[src/sv/hextile_tile_stream_decoder_macros.svh]
// Assertion macros shared by the hextile tile stream decoder RTL.
`ifndef HEXTILE_TILE_STREAM_DECODER_MACROS_SVH
`define HEXTILE_TILE_STREAM_DECODER_MACROS_SVH
`ifndef SYNTHESIS
// Clocked check, disabled while reset is asserted.
`define HTS_ASSERT(lbl, clk, rst_n, prop) \
  lbl: assert property (@(posedge clk) disable iff (!rst_n) prop) \
    else $error("hextile decoder check failed");
// Clocked check that also holds during reset.
`define HTS_ASSERT_ALWAYS(lbl, clk, prop) \
  lbl: assert property (@(posedge clk) prop) \
    else $error("hextile decoder check failed");
`else
`define HTS_ASSERT(lbl, clk, rst_n, prop)
`define HTS_ASSERT_ALWAYS(lbl, clk, prop)
`endif
`endif

[src/sv/hts_pkg.sv]
// Shared types and constants of the hextile tile stream decoder.
package hts_pkg;

  localparam int TILE_EDGE   = 16;
  localparam int MAX_FRAME   = 4096;
  localparam int TILE_BITS   = $clog2(TILE_EDGE);
  localparam int COORD_W     = 13;
  localparam int EDGE_W      = 12;
  localparam int SIZE_W      = 5;
  localparam int COLOR_W     = 32;
  localparam int BPP_W       = 3;
  localparam int BYTE_W      = 8;
  localparam int CFG_ADDR_W  = 3;
  localparam int CFG_DATA_W  = 13;
  localparam int NUM_REGS    = 7;
  localparam int QDEPTH      = 4;
  localparam int QPTR_W      = $clog2(QDEPTH);
  localparam int QCNT_W      = $clog2(QDEPTH + 1);

  // Tile flag bits in the flags byte
  localparam int FLAG_RAW     = 0;
  localparam int FLAG_BG      = 1;
  localparam int FLAG_FG      = 2;
  localparam int FLAG_ANYSUB  = 3;
  localparam int FLAG_COLORED = 4;

  // Bit positions of the kept flags (foreground, any subrects, colored)
  localparam int KF_FG      = 0;
  localparam int KF_ANYSUB  = 1;
  localparam int KF_COLORED = 2;

  // Register reset values
  localparam logic [BPP_W-1:0]   BPP_RST      = BPP_W'(4);
  localparam logic [COORD_W-1:0] FRAME_W_RST  = COORD_W'(1024);
  localparam logic [COORD_W-1:0] FRAME_H_RST  = COORD_W'(768);
  localparam logic [EDGE_W-1:0]  RECT_L_RST   = '0;
  localparam logic [EDGE_W-1:0]  RECT_T_RST   = '0;
  localparam logic [COORD_W-1:0] RECT_R_RST   = COORD_W'(16);
  localparam logic [COORD_W-1:0] RECT_B_RST   = COORD_W'(16);

  typedef enum logic [CFG_ADDR_W-1:0] {
    REG_BPP      = 3'd0,
    REG_FRAME_W  = 3'd1,
    REG_FRAME_H  = 3'd2,
    REG_RECT_L   = 3'd3,
    REG_RECT_T   = 3'd4,
    REG_RECT_R   = 3'd5,
    REG_RECT_B   = 3'd6
  } hts_reg_e;

  typedef enum logic [3:0] {
    PH_FLAGS  = 4'd0,
    PH_RAW    = 4'd1,
    PH_BG     = 4'd2,
    PH_FG     = 4'd3,
    PH_COUNT  = 4'd4,
    PH_SUBCOL = 4'd5,
    PH_SUBXY  = 4'd6,
    PH_SUBWH  = 4'd7,
    PH_STOP   = 4'd8
  } hts_phase_e;

  typedef enum logic [2:0] {
    KIND_FILL    = 3'd0,
    KIND_PIXEL   = 3'd1,
    KIND_DONE    = 3'd2,
    KIND_OUTSIDE = 3'd3,
    KIND_NO_BG   = 3'd4
  } hts_kind_e;

  // Command from the parser: tile origin plus an in-tile offset
  typedef struct packed {
    hts_kind_e              kind;
    logic [COORD_W-1:0]     base_x;
    logic [COORD_W-1:0]     base_y;
    logic [TILE_BITS-1:0]   off_x;
    logic [TILE_BITS-1:0]   off_y;
    logic [SIZE_W-1:0]      width;
    logic [SIZE_W-1:0]      height;
    logic [COLOR_W-1:0]     color;
    logic                   last;
  } hts_cmd_t;

  // Finished result as shown on the ports
  typedef struct packed {
    hts_kind_e              kind;
    logic [COORD_W-1:0]     pos_x;
    logic [COORD_W-1:0]     pos_y;
    logic [SIZE_W-1:0]      width;
    logic [SIZE_W-1:0]      height;
    logic [COLOR_W-1:0]     color;
    logic                   last;
  } hts_res_t;

endpackage

[src/sv/hts_parser.sv]
// Front end: configuration registers and the per-byte tile stream parser.
module hts_parser (
  input  logic                          clk_i,
  input  logic                          rst_ni,
  input  logic                          byte_valid_i,
  input  logic [hts_pkg::BYTE_W-1:0]    byte_i,
  input  logic                          cfg_we_i,
  input  logic [hts_pkg::CFG_ADDR_W-1:0] cfg_addr_i,
  input  logic [hts_pkg::CFG_DATA_W-1:0] cfg_wdata_i,
  output logic                          cmd_valid_o,
  output hts_pkg::hts_cmd_t             cmd_o,
  output logic                          stopped_o
);
  import hts_pkg::*;

  // Configuration registers
  logic [BPP_W-1:0]   bpp_q;
  logic [COORD_W-1:0] frame_w_q, frame_h_q;
  logic [EDGE_W-1:0]  rect_l_q, rect_t_q;
  logic [COORD_W-1:0] rect_r_q, rect_b_q;

  // Parser state
  hts_phase_e           phase_q, phase_d;
  logic [COORD_W-1:0]   tile_x_q, tile_x_d, tile_y_q, tile_y_d;
  logic [SIZE_W-1:0]    tile_w_q, tile_w_d, tile_h_q, tile_h_d;
  logic [2:0]           flags_q, flags_d;
  logic [COLOR_W-1:0]   bg_q, bg_d, fg_q, fg_d, acc_q, acc_d;
  logic                 bg_seen_q, bg_seen_d;
  logic [1:0]           idx_q, idx_d;
  logic [TILE_BITS-1:0] raw_col_q, raw_col_d, raw_row_q, raw_row_d;
  logic [BYTE_W-1:0]    subs_q, subs_d, sub_xy_q, sub_xy_d;

  logic                 cfg_hit;
  logic [EDGE_W-1:0]    arm_l, arm_t;
  logic [COORD_W:0]     tx_inc, ty_inc, r_x, r_y;
  logic [COORD_W-1:0]   fw_sat, fh_sat;
  logic                 empty_rect, outside, wrap_x, last_row;
  logic [1:0]           bpp_m1;
  logic [COLOR_W-1:0]   acc_next;
  logic                 pix_done;
  logic [2:0]           flags_eff;
  logic                 emit, go_after_bg, go_after_fg, go_end;
  hts_cmd_t             cmd;

  assign cfg_hit = cfg_we_i && (int'(cfg_addr_i) < NUM_REGS);

  // Hold configuration registers
  always_ff @(posedge clk_i or negedge rst_ni) begin
    if (!rst_ni) begin
      bpp_q     <= BPP_RST;
      frame_w_q <= FRAME_W_RST;
      frame_h_q <= FRAME_H_RST;
      rect_l_q  <= RECT_L_RST;
      rect_t_q  <= RECT_T_RST;
      rect_r_q  <= RECT_R_RST;
      rect_b_q  <= RECT_B_RST;
    end else if (cfg_we_i) begin
      case (hts_reg_e'(cfg_addr_i))
        REG_BPP:     bpp_q     <= cfg_wdata_i[BPP_W-1:0];
        REG_FRAME_W: frame_w_q <= cfg_wdata_i;
        REG_FRAME_H: frame_h_q <= cfg_wdata_i;
        REG_RECT_L:  rect_l_q  <= cfg_wdata_i[EDGE_W-1:0];
        REG_RECT_T:  rect_t_q  <= cfg_wdata_i[EDGE_W-1:0];
        REG_RECT_R:  rect_r_q  <= cfg_wdata_i;
        REG_RECT_B:  rect_b_q  <= cfg_wdata_i;
        default: ;
      endcase
    end
  end

  // Rearm from the freshly written rectangle origin
  assign arm_l = (hts_reg_e'(cfg_addr_i) == REG_RECT_L) ? cfg_wdata_i[EDGE_W-1:0] : rect_l_q;
  assign arm_t = (hts_reg_e'(cfg_addr_i) == REG_RECT_T) ? cfg_wdata_i[EDGE_W-1:0] : rect_t_q;

  // Tile geometry, clipped at the rectangle edges
  assign tx_inc = {1'b0, tile_x_q} + (COORD_W+1)'(TILE_EDGE);
  assign ty_inc = {1'b0, tile_y_q} + (COORD_W+1)'(TILE_EDGE);
  assign r_x    = (tx_inc > {1'b0, rect_r_q}) ? {1'b0, rect_r_q} : tx_inc;
  assign r_y    = (ty_inc > {1'b0, rect_b_q}) ? {1'b0, rect_b_q} : ty_inc;
  assign fw_sat = (frame_w_q > COORD_W'(MAX_FRAME)) ? COORD_W'(MAX_FRAME) : frame_w_q;
  assign fh_sat = (frame_h_q > COORD_W'(MAX_FRAME)) ? COORD_W'(MAX_FRAME) : frame_h_q;
  assign outside  = (r_x > {1'b0, fw_sat}) || (r_y > {1'b0, fh_sat});
  assign empty_rect = ({1'b0, rect_l_q} >= rect_r_q) || ({1'b0, rect_t_q} >= rect_b_q);
  assign wrap_x   = tx_inc >= {1'b0, rect_r_q};
  assign last_row = ty_inc >= {1'b0, rect_b_q};

  // Pixel assembly, first byte lowest
  always_comb begin
    if (bpp_q == '0) begin
      bpp_m1 = 2'd0;
    end else if (bpp_q > BPP_W'(4)) begin
      bpp_m1 = 2'd3;
    end else begin
      bpp_m1 = 2'(bpp_q - BPP_W'(1));
    end
  end
  assign acc_next = acc_q | (COLOR_W'(byte_i) << {idx_q, 3'b000});
  assign pix_done = (idx_q == bpp_m1);

  assign flags_eff = (phase_q == PH_FLAGS) ?
                     {byte_i[FLAG_COLORED], byte_i[FLAG_ANYSUB], byte_i[FLAG_FG]} : flags_q;

  // Next state and command for one byte
  always_comb begin
    phase_d     = phase_q;
    tile_x_d    = tile_x_q;
    tile_y_d    = tile_y_q;
    tile_w_d    = tile_w_q;
    tile_h_d    = tile_h_q;
    flags_d     = flags_q;
    bg_d        = bg_q;
    fg_d        = fg_q;
    bg_seen_d   = bg_seen_q;
    acc_d       = acc_q;
    idx_d       = idx_q;
    raw_col_d   = raw_col_q;
    raw_row_d   = raw_row_q;
    subs_d      = subs_q;
    sub_xy_d    = sub_xy_q;
    emit        = 1'b0;
    go_after_bg = 1'b0;
    go_after_fg = 1'b0;
    go_end      = 1'b0;
    cmd         = '0;
    cmd.kind    = KIND_FILL;
    cmd.base_x  = tile_x_q;
    cmd.base_y  = tile_y_q;

    // Advance the pixel accumulator in the pixel-reading phases
    if ((phase_q == PH_RAW) || (phase_q == PH_BG) || (phase_q == PH_FG) ||
        (phase_q == PH_SUBCOL)) begin
      acc_d = pix_done ? '0 : acc_next;
      idx_d = pix_done ? 2'd0 : 2'(idx_q + 2'd1);
    end

    case (phase_q)
      PH_FLAGS: begin
        tile_w_d = SIZE_W'(r_x - {1'b0, tile_x_q});
        tile_h_d = SIZE_W'(r_y - {1'b0, tile_y_q});
        if (empty_rect) begin
          phase_d   = PH_STOP;
          emit      = 1'b1;
          cmd       = '0;
          cmd.kind  = KIND_DONE;
          cmd.last  = 1'b1;
        end else if (outside) begin
          phase_d    = PH_STOP;
          emit       = 1'b1;
          cmd.kind   = KIND_OUTSIDE;
          cmd.width  = tile_w_d;
          cmd.height = tile_h_d;
          cmd.last   = 1'b1;
        end else begin
          flags_d = flags_eff;
          acc_d   = '0;
          idx_d   = 2'd0;
          if (byte_i[FLAG_RAW]) begin
            raw_col_d = '0;
            raw_row_d = '0;
            phase_d   = PH_RAW;
          end else if (byte_i[FLAG_BG]) begin
            phase_d = PH_BG;
          end else begin
            if (bg_seen_q) begin
              emit       = 1'b1;
              cmd.width  = tile_w_d;
              cmd.height = tile_h_d;
              cmd.color  = bg_q;
            end
            go_after_bg = 1'b1;
          end
        end
      end
      PH_RAW: begin
        if (pix_done) begin
          emit       = 1'b1;
          cmd.kind   = KIND_PIXEL;
          cmd.off_x  = raw_col_q;
          cmd.off_y  = raw_row_q;
          cmd.width  = SIZE_W'(1);
          cmd.height = SIZE_W'(1);
          cmd.color  = acc_next;
          if (({1'b0, raw_col_q} + SIZE_W'(1)) >= tile_w_q) begin
            raw_col_d = '0;
            raw_row_d = raw_row_q + TILE_BITS'(1);
            if (({1'b0, raw_row_q} + SIZE_W'(1)) >= tile_h_q) begin
              go_end = 1'b1;
            end
          end else begin
            raw_col_d = raw_col_q + TILE_BITS'(1);
          end
        end
      end
      PH_BG: begin
        if (pix_done) begin
          bg_d        = acc_next;
          bg_seen_d   = 1'b1;
          emit        = 1'b1;
          cmd.width   = tile_w_q;
          cmd.height  = tile_h_q;
          cmd.color   = acc_next;
          go_after_bg = 1'b1;
        end
      end
      PH_FG: begin
        if (pix_done) begin
          fg_d        = acc_next;
          go_after_fg = 1'b1;
        end
      end
      PH_COUNT: begin
        subs_d = byte_i;
        if (byte_i == '0) begin
          go_end = 1'b1;
        end else begin
          phase_d = (flags_eff[KF_COLORED] && !flags_eff[KF_FG]) ? PH_SUBCOL : PH_SUBXY;
        end
      end
      PH_SUBCOL: begin
        if (pix_done) begin
          fg_d    = acc_next;
          phase_d = PH_SUBXY;
        end
      end
      PH_SUBXY: begin
        sub_xy_d = byte_i;
        phase_d  = PH_SUBWH;
      end
      PH_SUBWH: begin
        emit       = 1'b1;
        cmd.off_x  = sub_xy_q[7:4];
        cmd.off_y  = sub_xy_q[3:0];
        cmd.width  = {1'b0, byte_i[7:4]} + SIZE_W'(1);
        cmd.height = {1'b0, byte_i[3:0]} + SIZE_W'(1);
        cmd.color  = fg_q;
        subs_d     = subs_q - BYTE_W'(1);
        if (subs_q == BYTE_W'(1)) begin
          go_end = 1'b1;
        end else begin
          phase_d = (flags_eff[KF_COLORED] && !flags_eff[KF_FG]) ? PH_SUBCOL : PH_SUBXY;
        end
      end
      PH_STOP: ;
      default: ;
    endcase

    // After the background: foreground color, or go on
    if (go_after_bg) begin
      if (flags_eff[KF_FG]) begin
        phase_d = PH_FG;
      end else begin
        go_after_fg = 1'b1;
      end
    end

    // After the foreground: subrectangle count, error, or tile end
    if (go_after_fg) begin
      if (flags_eff[KF_ANYSUB]) begin
        phase_d = PH_COUNT;
      end else if (!bg_seen_d) begin
        phase_d    = PH_STOP;
        emit       = 1'b1;
        cmd        = '0;
        cmd.kind   = KIND_NO_BG;
        cmd.base_x = tile_x_q;
        cmd.base_y = tile_y_q;
        cmd.width  = tile_w_d;
        cmd.height = tile_h_d;
        cmd.last   = 1'b1;
      end else begin
        go_end = 1'b1;
      end
    end

    // Step to the next tile; mark the end of the rectangle
    if (go_end) begin
      phase_d  = PH_FLAGS;
      tile_x_d = tx_inc[COORD_W-1:0];
      if (wrap_x) begin
        tile_x_d = COORD_W'(rect_l_q);
        tile_y_d = ty_inc[COORD_W-1:0];
        if (last_row) begin
          phase_d = PH_STOP;
          if (emit) begin
            cmd.last = 1'b1;
          end else begin
            emit     = 1'b1;
            cmd      = '0;
            cmd.kind = KIND_DONE;
            cmd.last = 1'b1;
          end
        end
      end
    end
  end

  // Parser state: rearm on a register write, advance on an accepted byte
  always_ff @(posedge clk_i or negedge rst_ni) begin
    if (!rst_ni) begin
      phase_q   <= PH_FLAGS;
      tile_x_q  <= COORD_W'(RECT_L_RST);
      tile_y_q  <= COORD_W'(RECT_T_RST);
      tile_w_q  <= '0;
      tile_h_q  <= '0;
      flags_q   <= '0;
      bg_q      <= '0;
      fg_q      <= '0;
      bg_seen_q <= 1'b0;
      acc_q     <= '0;
      idx_q     <= '0;
      raw_col_q <= '0;
      raw_row_q <= '0;
      subs_q    <= '0;
      sub_xy_q  <= '0;
    end else if (cfg_hit) begin
      phase_q   <= PH_FLAGS;
      tile_x_q  <= COORD_W'(arm_l);
      tile_y_q  <= COORD_W'(arm_t);
      tile_w_q  <= '0;
      tile_h_q  <= '0;
      flags_q   <= '0;
      bg_q      <= '0;
      fg_q      <= '0;
      bg_seen_q <= 1'b0;
      acc_q     <= '0;
      idx_q     <= '0;
      raw_col_q <= '0;
      raw_row_q <= '0;
      subs_q    <= '0;
      sub_xy_q  <= '0;
    end else if (byte_valid_i) begin
      phase_q   <= phase_d;
      tile_x_q  <= tile_x_d;
      tile_y_q  <= tile_y_d;
      tile_w_q  <= tile_w_d;
      tile_h_q  <= tile_h_d;
      flags_q   <= flags_d;
      bg_q      <= bg_d;
      fg_q      <= fg_d;
      bg_seen_q <= bg_seen_d;
      acc_q     <= acc_d;
      idx_q     <= idx_d;
      raw_col_q <= raw_col_d;
      raw_row_q <= raw_row_d;
      subs_q    <= subs_d;
      sub_xy_q  <= sub_xy_d;
    end
  end

  assign cmd_valid_o = byte_valid_i && emit;
  assign cmd_o       = cmd;
  assign stopped_o   = (phase_q == PH_STOP);

endmodule

[src/sv/hts_cmd_fifo.sv]
// Command queue between the parser and the result stage.
module hts_cmd_fifo (
  input  logic               clk_i,
  input  logic               rst_ni,
  input  logic               push_i,
  input  hts_pkg::hts_cmd_t  data_i,
  output logic               full_o,
  input  logic               pop_i,
  output logic               valid_o,
  output hts_pkg::hts_cmd_t  data_o
);
  import hts_pkg::*;

  hts_cmd_t            mem_q [QDEPTH];
  logic [QPTR_W-1:0]   wr_ptr_q, rd_ptr_q;
  logic [QCNT_W-1:0]   count_q;
  logic                do_push, do_pop;

  assign full_o  = (count_q == QCNT_W'(QDEPTH));
  assign valid_o = (count_q != '0);
  assign do_push = push_i && !full_o;
  assign do_pop  = pop_i && valid_o;
  assign data_o  = mem_q[rd_ptr_q];

  // Store an entry on each push transfer
  always_ff @(posedge clk_i) begin
    if (do_push) begin
      mem_q[wr_ptr_q] <= data_i;
    end
  end

  // Advance pointers and occupancy
  always_ff @(posedge clk_i or negedge rst_ni) begin
    if (!rst_ni) begin
      wr_ptr_q <= '0;
      rd_ptr_q <= '0;
      count_q  <= '0;
    end else begin
      if (do_push) begin
        wr_ptr_q <= (wr_ptr_q == QPTR_W'(QDEPTH - 1)) ? '0 : wr_ptr_q + QPTR_W'(1);
      end
      if (do_pop) begin
        rd_ptr_q <= (rd_ptr_q == QPTR_W'(QDEPTH - 1)) ? '0 : rd_ptr_q + QPTR_W'(1);
      end
      if (do_push && !do_pop) begin
        count_q <= count_q + QCNT_W'(1);
      end else if (do_pop && !do_push) begin
        count_q <= count_q - QCNT_W'(1);
      end
    end
  end

endmodule

[src/sv/hts_exec.sv]
// Back end: resolves absolute positions and holds the result register.
module hts_exec (
  input  logic               clk_i,
  input  logic               rst_ni,
  input  logic               cmd_valid_i,
  input  hts_pkg::hts_cmd_t  cmd_i,
  output logic               cmd_pop_o,
  output logic               res_valid_o,
  output hts_pkg::hts_res_t  res_o,
  input  logic               res_pop_i
);
  import hts_pkg::*;

  logic     valid_q;
  hts_res_t res_q, res_d;
  logic     load;

  // Take a command when the result register is free or being drained
  assign load      = cmd_valid_i && (!valid_q || res_pop_i);
  assign cmd_pop_o = load;

  // Add the in-tile offset to the tile origin, wrapping at the coordinate width
  always_comb begin
    res_d.kind   = cmd_i.kind;
    res_d.pos_x  = cmd_i.base_x + COORD_W'(cmd_i.off_x);
    res_d.pos_y  = cmd_i.base_y + COORD_W'(cmd_i.off_y);
    res_d.width  = cmd_i.width;
    res_d.height = cmd_i.height;
    res_d.color  = cmd_i.color;
    res_d.last   = cmd_i.last;
  end

  always_ff @(posedge clk_i) begin
    if (load) begin
      res_q <= res_d;
    end
  end

  always_ff @(posedge clk_i or negedge rst_ni) begin
    if (!rst_ni) begin
      valid_q <= 1'b0;
    end else if (load) begin
      valid_q <= 1'b1;
    end else if (res_pop_i) begin
      valid_q <= 1'b0;
    end
  end

  assign res_valid_o = valid_q;
  assign res_o       = res_q;

endmodule

[src/sv/hextile_tile_stream_decoder.sv]
// Hextile tile stream decoder: takes one encoded byte per cycle while full
// is low and returns drawing commands (fills, put-pixels, done and error
// marks) through a queue interface on both sides. The block sustains one
// byte and one result per clock while neither side stalls; a command is
// registered in the command queue and then in the output register before it
// reaches the ports. Results wait in a four-entry command queue followed by one
// output register, and full rises only when all four queue entries are
// occupied, so up to five results may be pending while the consumer stalls.
// Writing any register rearms the decoder for a new rectangle; after an
// error or the last tile, bytes are dropped until the next register write.
// No clearing pass is needed after reset.
`include "hextile_tile_stream_decoder_macros.svh"
module hextile_tile_stream_decoder (
  input  logic                            clk_i,
  input  logic                            rst_ni,
  input  logic                            push,
  output logic                            full,
  input  logic [hts_pkg::BYTE_W-1:0]      stream_byte_i,
  output logic                            empty,
  input  logic                            pop,
  output logic [2:0]                      kind_o,
  output logic [hts_pkg::COORD_W-1:0]     pos_x_o,
  output logic [hts_pkg::COORD_W-1:0]     pos_y_o,
  output logic [hts_pkg::SIZE_W-1:0]      fill_width_o,
  output logic [hts_pkg::SIZE_W-1:0]      fill_height_o,
  output logic [hts_pkg::COLOR_W-1:0]     color_o,
  output logic                            last_o,
  input  logic                            cfg_we_i,
  input  logic [hts_pkg::CFG_ADDR_W-1:0]  cfg_addr_i,
  input  logic [hts_pkg::CFG_DATA_W-1:0]  cfg_wdata_i
);
  import hts_pkg::*;

  logic     byte_accept;
  logic     cmd_valid, q_full, q_valid, q_pop, stopped;
  logic     res_valid;
  logic     res_term;
  hts_cmd_t cmd, q_cmd;
  hts_res_t res;

  assign byte_accept = push && !q_full;
  assign full        = q_full;

  // Front end: parse and classify bytes
  hts_parser u_parser (
    .clk_i        (clk_i),
    .rst_ni       (rst_ni),
    .byte_valid_i (byte_accept),
    .byte_i       (stream_byte_i),
    .cfg_we_i     (cfg_we_i),
    .cfg_addr_i   (cfg_addr_i),
    .cfg_wdata_i  (cfg_wdata_i),
    .cmd_valid_o  (cmd_valid),
    .cmd_o        (cmd),
    .stopped_o    (stopped)
  );

  // Decouple front and back
  hts_cmd_fifo u_queue (
    .clk_i   (clk_i),
    .rst_ni  (rst_ni),
    .push_i  (cmd_valid),
    .data_i  (cmd),
    .full_o  (q_full),
    .pop_i   (q_pop),
    .valid_o (q_valid),
    .data_o  (q_cmd)
  );

  // Back end: position resolve and result register
  hts_exec u_exec (
    .clk_i       (clk_i),
    .rst_ni      (rst_ni),
    .cmd_valid_i (q_valid),
    .cmd_i       (q_cmd),
    .cmd_pop_o   (q_pop),
    .res_valid_o (res_valid),
    .res_o       (res),
    .res_pop_i   (pop)
  );

  assign empty         = !res_valid;
  assign kind_o        = res.kind;
  assign pos_x_o       = res.pos_x;
  assign pos_y_o       = res.pos_y;
  assign fill_width_o  = res.width;
  assign fill_height_o = res.height;
  assign color_o       = res.color;
  assign last_o        = res.last;

  // Flag a waiting done or error result
  assign res_term = res_valid && (res.kind inside {KIND_DONE, KIND_OUTSIDE, KIND_NO_BG});

  // Commands only arrive when the queue has room
  `HTS_ASSERT_ALWAYS(a_no_overflow, clk_i, cmd_valid |-> !q_full)
  // A stopped parser drops bytes without producing commands
  `HTS_ASSERT(a_stop_silent, clk_i, rst_ni, (byte_accept && stopped) |-> !cmd_valid)
  // A register write rearms the parser
  `HTS_ASSERT(a_rearm, clk_i, rst_ni, (cfg_we_i && (int'(cfg_addr_i) < NUM_REGS)) |=> !stopped)
  // Done and error results always close the rectangle
  `HTS_ASSERT_ALWAYS(a_term_last, clk_i, res_term |-> res.last)

endmodule

[config.mk]
export PLATFORM = sky130hd
export DESIGN_NAME = hextile_tile_stream_decoder
export DESIGN_NICKNAME = d
export VERILOG_FILES = /design/src/sv/hts_pkg.sv /design/src/sv/hts_parser.sv /design/src/sv/hts_cmd_fifo.sv /design/src/sv/hts_exec.sv /design/src/sv/hextile_tile_stream_decoder.sv
export VERILOG_INCLUDE_DIRS = /design/src /design/src/sv
export SDC_FILE = /design/constraint.sdc
export NUM_CORES = 1
export LEC_CHECK = 0
export BUFFER_PORTS_ARGS = -buffer_cell sky130_fd_sc_hd__buf_4
export CAP_MARGIN = 40
export CORE_MARGIN = 8
export CORE_UTILIZATION = 60
export CTS_BUF_LIST = sky130_fd_sc_hd__clkbuf_2
export CTS_CLUSTER_DIAMETER = 150
export DETAILED_ROUTE_END_ITERATION = 8
export PLACE_DENSITY_LB_ADDON = 0.25
export SKIP_CTS_REPAIR_TIMING = 1
export SYNTH_ARGS = -nofsm -noshare
export SYNTH_HDL_FRONTEND = slang
export SYNTH_SLANG_ARGS = --single-unit
[constraint.sdc]
create_clock -name clk_i -period 11.7 [get_ports clk_i]
set_input_delay 1.17 -clock clk_i [delete_from_list [all_inputs] [get_ports clk_i]]
set_output_delay 1.17 -clock clk_i [all_outputs]
set_load 0.02 [all_outputs]
==> run metrics <==
DRC Markers 0; most common cell in the netlist edfxtp_1; status completed; GRT Total Usage 0.255; HP Class in2reg; Reg power frac 0.430; initial antenna violation count 3; CTS tree built; final hold violation count 0; final setup TNS 0 ns; Peak Freq 123 MHz; Hold Path Depth 3; Synth Area per Inst 13.1 um^2; Post-synth EDFFs 392; Global Route met1 Usage 0.377; crit-path max cell delay 0.75 ns; vias in the first global route 19200; sw power 3.07 mW; relative slew slack 0.354; Mapped Nets 2412; synthesized area 0.0295 mm^2; Final Non-Filler Cells 3235; Hold Path Sink u_parser.frame_w_q[12]; Worst Max-Slew Pin Slew 0.968 ns; CP max-delay cell a2111oi_0; initial core utilization 0.605; GR Util met3 0.0655; Max-Cap Viols 0; max-slew violations 0; routability congestion estimate 0.938; synth top area cells edfxtp_1 (40%), dfrtp_1 (21%), mux4_2 (6.1%); Critical Path RT 12.63 ns; Async SR Flop Fraction 0.392; Inserted Clock Buffers 161; Worst Setup End Kind flip-flop; Pint 4.99 mW; root buffer cell clkbuf_2; Yosys top cell area share 0.399; hpwl dp 48600 um; placed cell count 2940; Switching Fraction 0.381; R2R Path Start u_parser.tile_x_q[6]; worst vdd ir 0.102 mV; Die ar. 0.0565 mm^2; Clock power frac 0.184; GR Util met2 0.372; area grow syn2layout 10.4%; top post-synthesis cells by count edfxtp_1 (392), dfrtp_1 (247), nand2_1 (189); critical path launch point type flip-flop; first-pass GRT wire length 110000 um; post-route ant nets 0; Worst-Skew Late Latency 1.34 ns; H-tree Lvls 4; RSZ-0062 raised after global routing no; # IOs 103; post-synthesis sequential area ratio 0.614; Crit Path Max Fanout 54; delay-heaviest family, CP compound AO/OA/AOI/OAI gates; vias 19600; fraction of layout cells with a size suffix above 1 0.225; synth warn 0; buffers and inverters on the worst path 2; Die X 238 um; GRT Max-Usage Layer met1; reg2reg end u_queue.mem_q[3][71]; DRT Pass-1 Iters 6; r2r worst-path depth 22; Comb power frac 0.386; final WL 71900 um; CORE AREA 0.0487 mm^2; Reg clk slew, reported paths 0.10 ns; Distinct cells, synth 73; min cycle time layout 8.15 ns; final worst-path cycle share 0.696; CP Cell Sequence and4_1 > and3_1 > nand2_1 > xnor2_1 > ha_1 > nand4_1 > or3_1 > or2_2 > a21oi_1 > buf_4 > mux2_2 > ha_1 > a21o_1 > a221o_1 > a2111oi_0 > o22a_1 > a21oi_1 > o31ai_4 > nand3_2 > a21oi_2 > and2_4 > buf_4; drt first-iter violations 1860; min-delay src cfg_wdata_i[12]; clock sinks 645; synthesized instance count 2259; pwr dens 248 mW/mm^2; number of fill cells 3522; count of input and output buffers 102; Max Root-Sink Buffers 3; Worst EP arrival 9.07 ns; clk_skew 0.0632 ns; grt ovf 0; Yosys top cell by area edfxtp_1; Final nets 2594; FP Rows 81; Crit Path Category reg2reg; final setup violating endpoints 0; largest net degree at the start of global routing 125; FF-to-FF setup slack 3.55 ns; Top FF cell, synth edfxtp_1; die height 238 um; Avg Vias per Cell 6.06; Yosys reg bits 645; static leakage 13.0 nW; drt wl/cell 22.2 um
==> logic make-up (layout without fill, tap and decap cells) <==
group	Yosys count	after routing	share of synthesized area
DFF	645	645	0.614
and+or+nand+nor	591	591	0.0933
AOI/OAI and AO/OA	461	461	0.0980
buffers and inverters	209	518	0.0281
muxes	171	171	0.0952
adders and majority gates	124	124	0.0539
xor gates and xnor gates	58	58	0.0172
other	0	3	0
==> cell type report <==
type / instances / area, um^2 / share of cell area
flip-flops and latches: 645 / 18100 / 0.557
multi-input cells: 1405 / 10600 / 0.326
clock buffers: 242 / 1210 / 0.0372
repair buffers: 136 / 1170 / 0.0360
well taps: 664 / 831 / 0.0255
inverters: 92 / 348 / 0.0107
clock inverters: 48 / 258 / 0.00792
diodes: 3 / 7.51 / 0.000231
==> sequential cells by signal (all words and copies together) (netlist names), 3 cells and up <==
| signal | flops |
|---|---|
| u_parser.frame_h_q | 13 |
| u_parser.rect_r_q | 13 |
| u_parser.frame_w_q | 13 |
| u_parser.fg_q | 32 |
| u_parser.tile_w_q | 5 |
| u_parser.bpp_q | 3 |
| u_parser.acc_q | 32 |
| u_parser.tile_y_q | 13 |
| u_queue.mem_q | 320 |
| u_queue.count_q | 3 |
| u_parser.tile_h_q | 5 |
| u_parser.rect_t_q | 12 |
| u_parser.sub_xy_q | 8 |
| u_parser.phase_q | 4 |
| u_parser.rect_l_q | 12 |
| u_parser.raw_col_q | 4 |
| u_parser.raw_row_q | 4 |
| u_exec.res_o | 72 |
| u_parser.flags_q | 3 |
| u_parser.bg_q | 32 |
| u_parser.tile_x_q | 13 |
| u_parser.rect_b_q | 13 |
| u_parser.subs_q | 8 |
==> worst min-delay path: cells and delay by family <==
family          cells  cell delay (ns)
compound gates      1             0.07
buf+inv             1             0.13
simple gates        1             0.06
==> power groups by stage <==
stage	Clock (mW)	Sequential (mW)	Combinational (mW)
detailed placement	0	3.51	3.09
global route	1.65	3.52	3.37
finish	1.49	3.47	3.11
CTS	1.53	3.47	3.11
floorplan	0	3.55	1.97
global placement	0	3.48	2.99
==> cell usage in the layout (no fill, tap or decap), types with 34 or more instances in the layout <==
cell type	synthesis	layout
a221o_1	34	34
inv_1	91	91
o21ai_0	147	147
mux4_2	80	80
ha_1	119	119
a211oi_1	46	46
nand3_1	41	41
nand2_1	189	189
mux2_2	75	75
clkinv_1	0	34
dfrtp_1	247	245
nor2_1	188	186
clkbuf_2	0	242
xnor2_1	38	38
a21oi_1	142	140
buf_4	1	123
edfxtp_1	392	392
and2_1	39	34
==> how the worst max path moves through the flow <==
stage                                    start              endpoint  depth (start not counted)
after floorplan           u_parser.tile_x_q[6]   u_queue.mem_q[0][0]                         23
after global placement    u_parser.tile_x_q[6]  u_queue.mem_q[3][72]                         22
after detailed placement  u_parser.tile_x_q[7]  u_queue.mem_q[3][70]                         22
after CTS                 u_parser.tile_x_q[6]  u_queue.mem_q[3][67]                         22
after global routing      u_parser.tile_x_q[6]  u_queue.mem_q[2][49]                         22
final                     u_parser.tile_x_q[6]  u_queue.mem_q[3][71]                         22
==> per-stage QoR <==
step / hold slack [ns] / power [mW] / worst slack [ns] / cell area (um^2) / utilization
after CTS: -0.182 / 8.11 / 3.59 / 32500 / 0.667
after floorplan: 0.451 / 5.52 / 4.23 / 29500 / -
after global placement: 0.462 / 6.47 / 3.80 / 30800 / 0.632
after global routing: 0.0253 / 8.54 / 3.10 / 32500 / 0.667
final: 0.144 / 8.06 / 3.55 / 32500 / 0.667
after detailed placement: 0.471 / 6.61 / 3.66 / 31000 / 0.637
==> metal layers <==
| layer | part of all wire | wire length, um | vias up |
|---|---|---|---|
| li1 | - | - | 8849 |
| met1 | 0.44 | 31800 | 9803 |
| met5 | 0.00018 | 13 | - |
| met3 | 0.091 | 6520 | 99 |
| met2 | 0.45 | 32300 | 860 |
| met4 | 0.019 | 1360 | 2 |
Power figures use the tool's default switching activity.
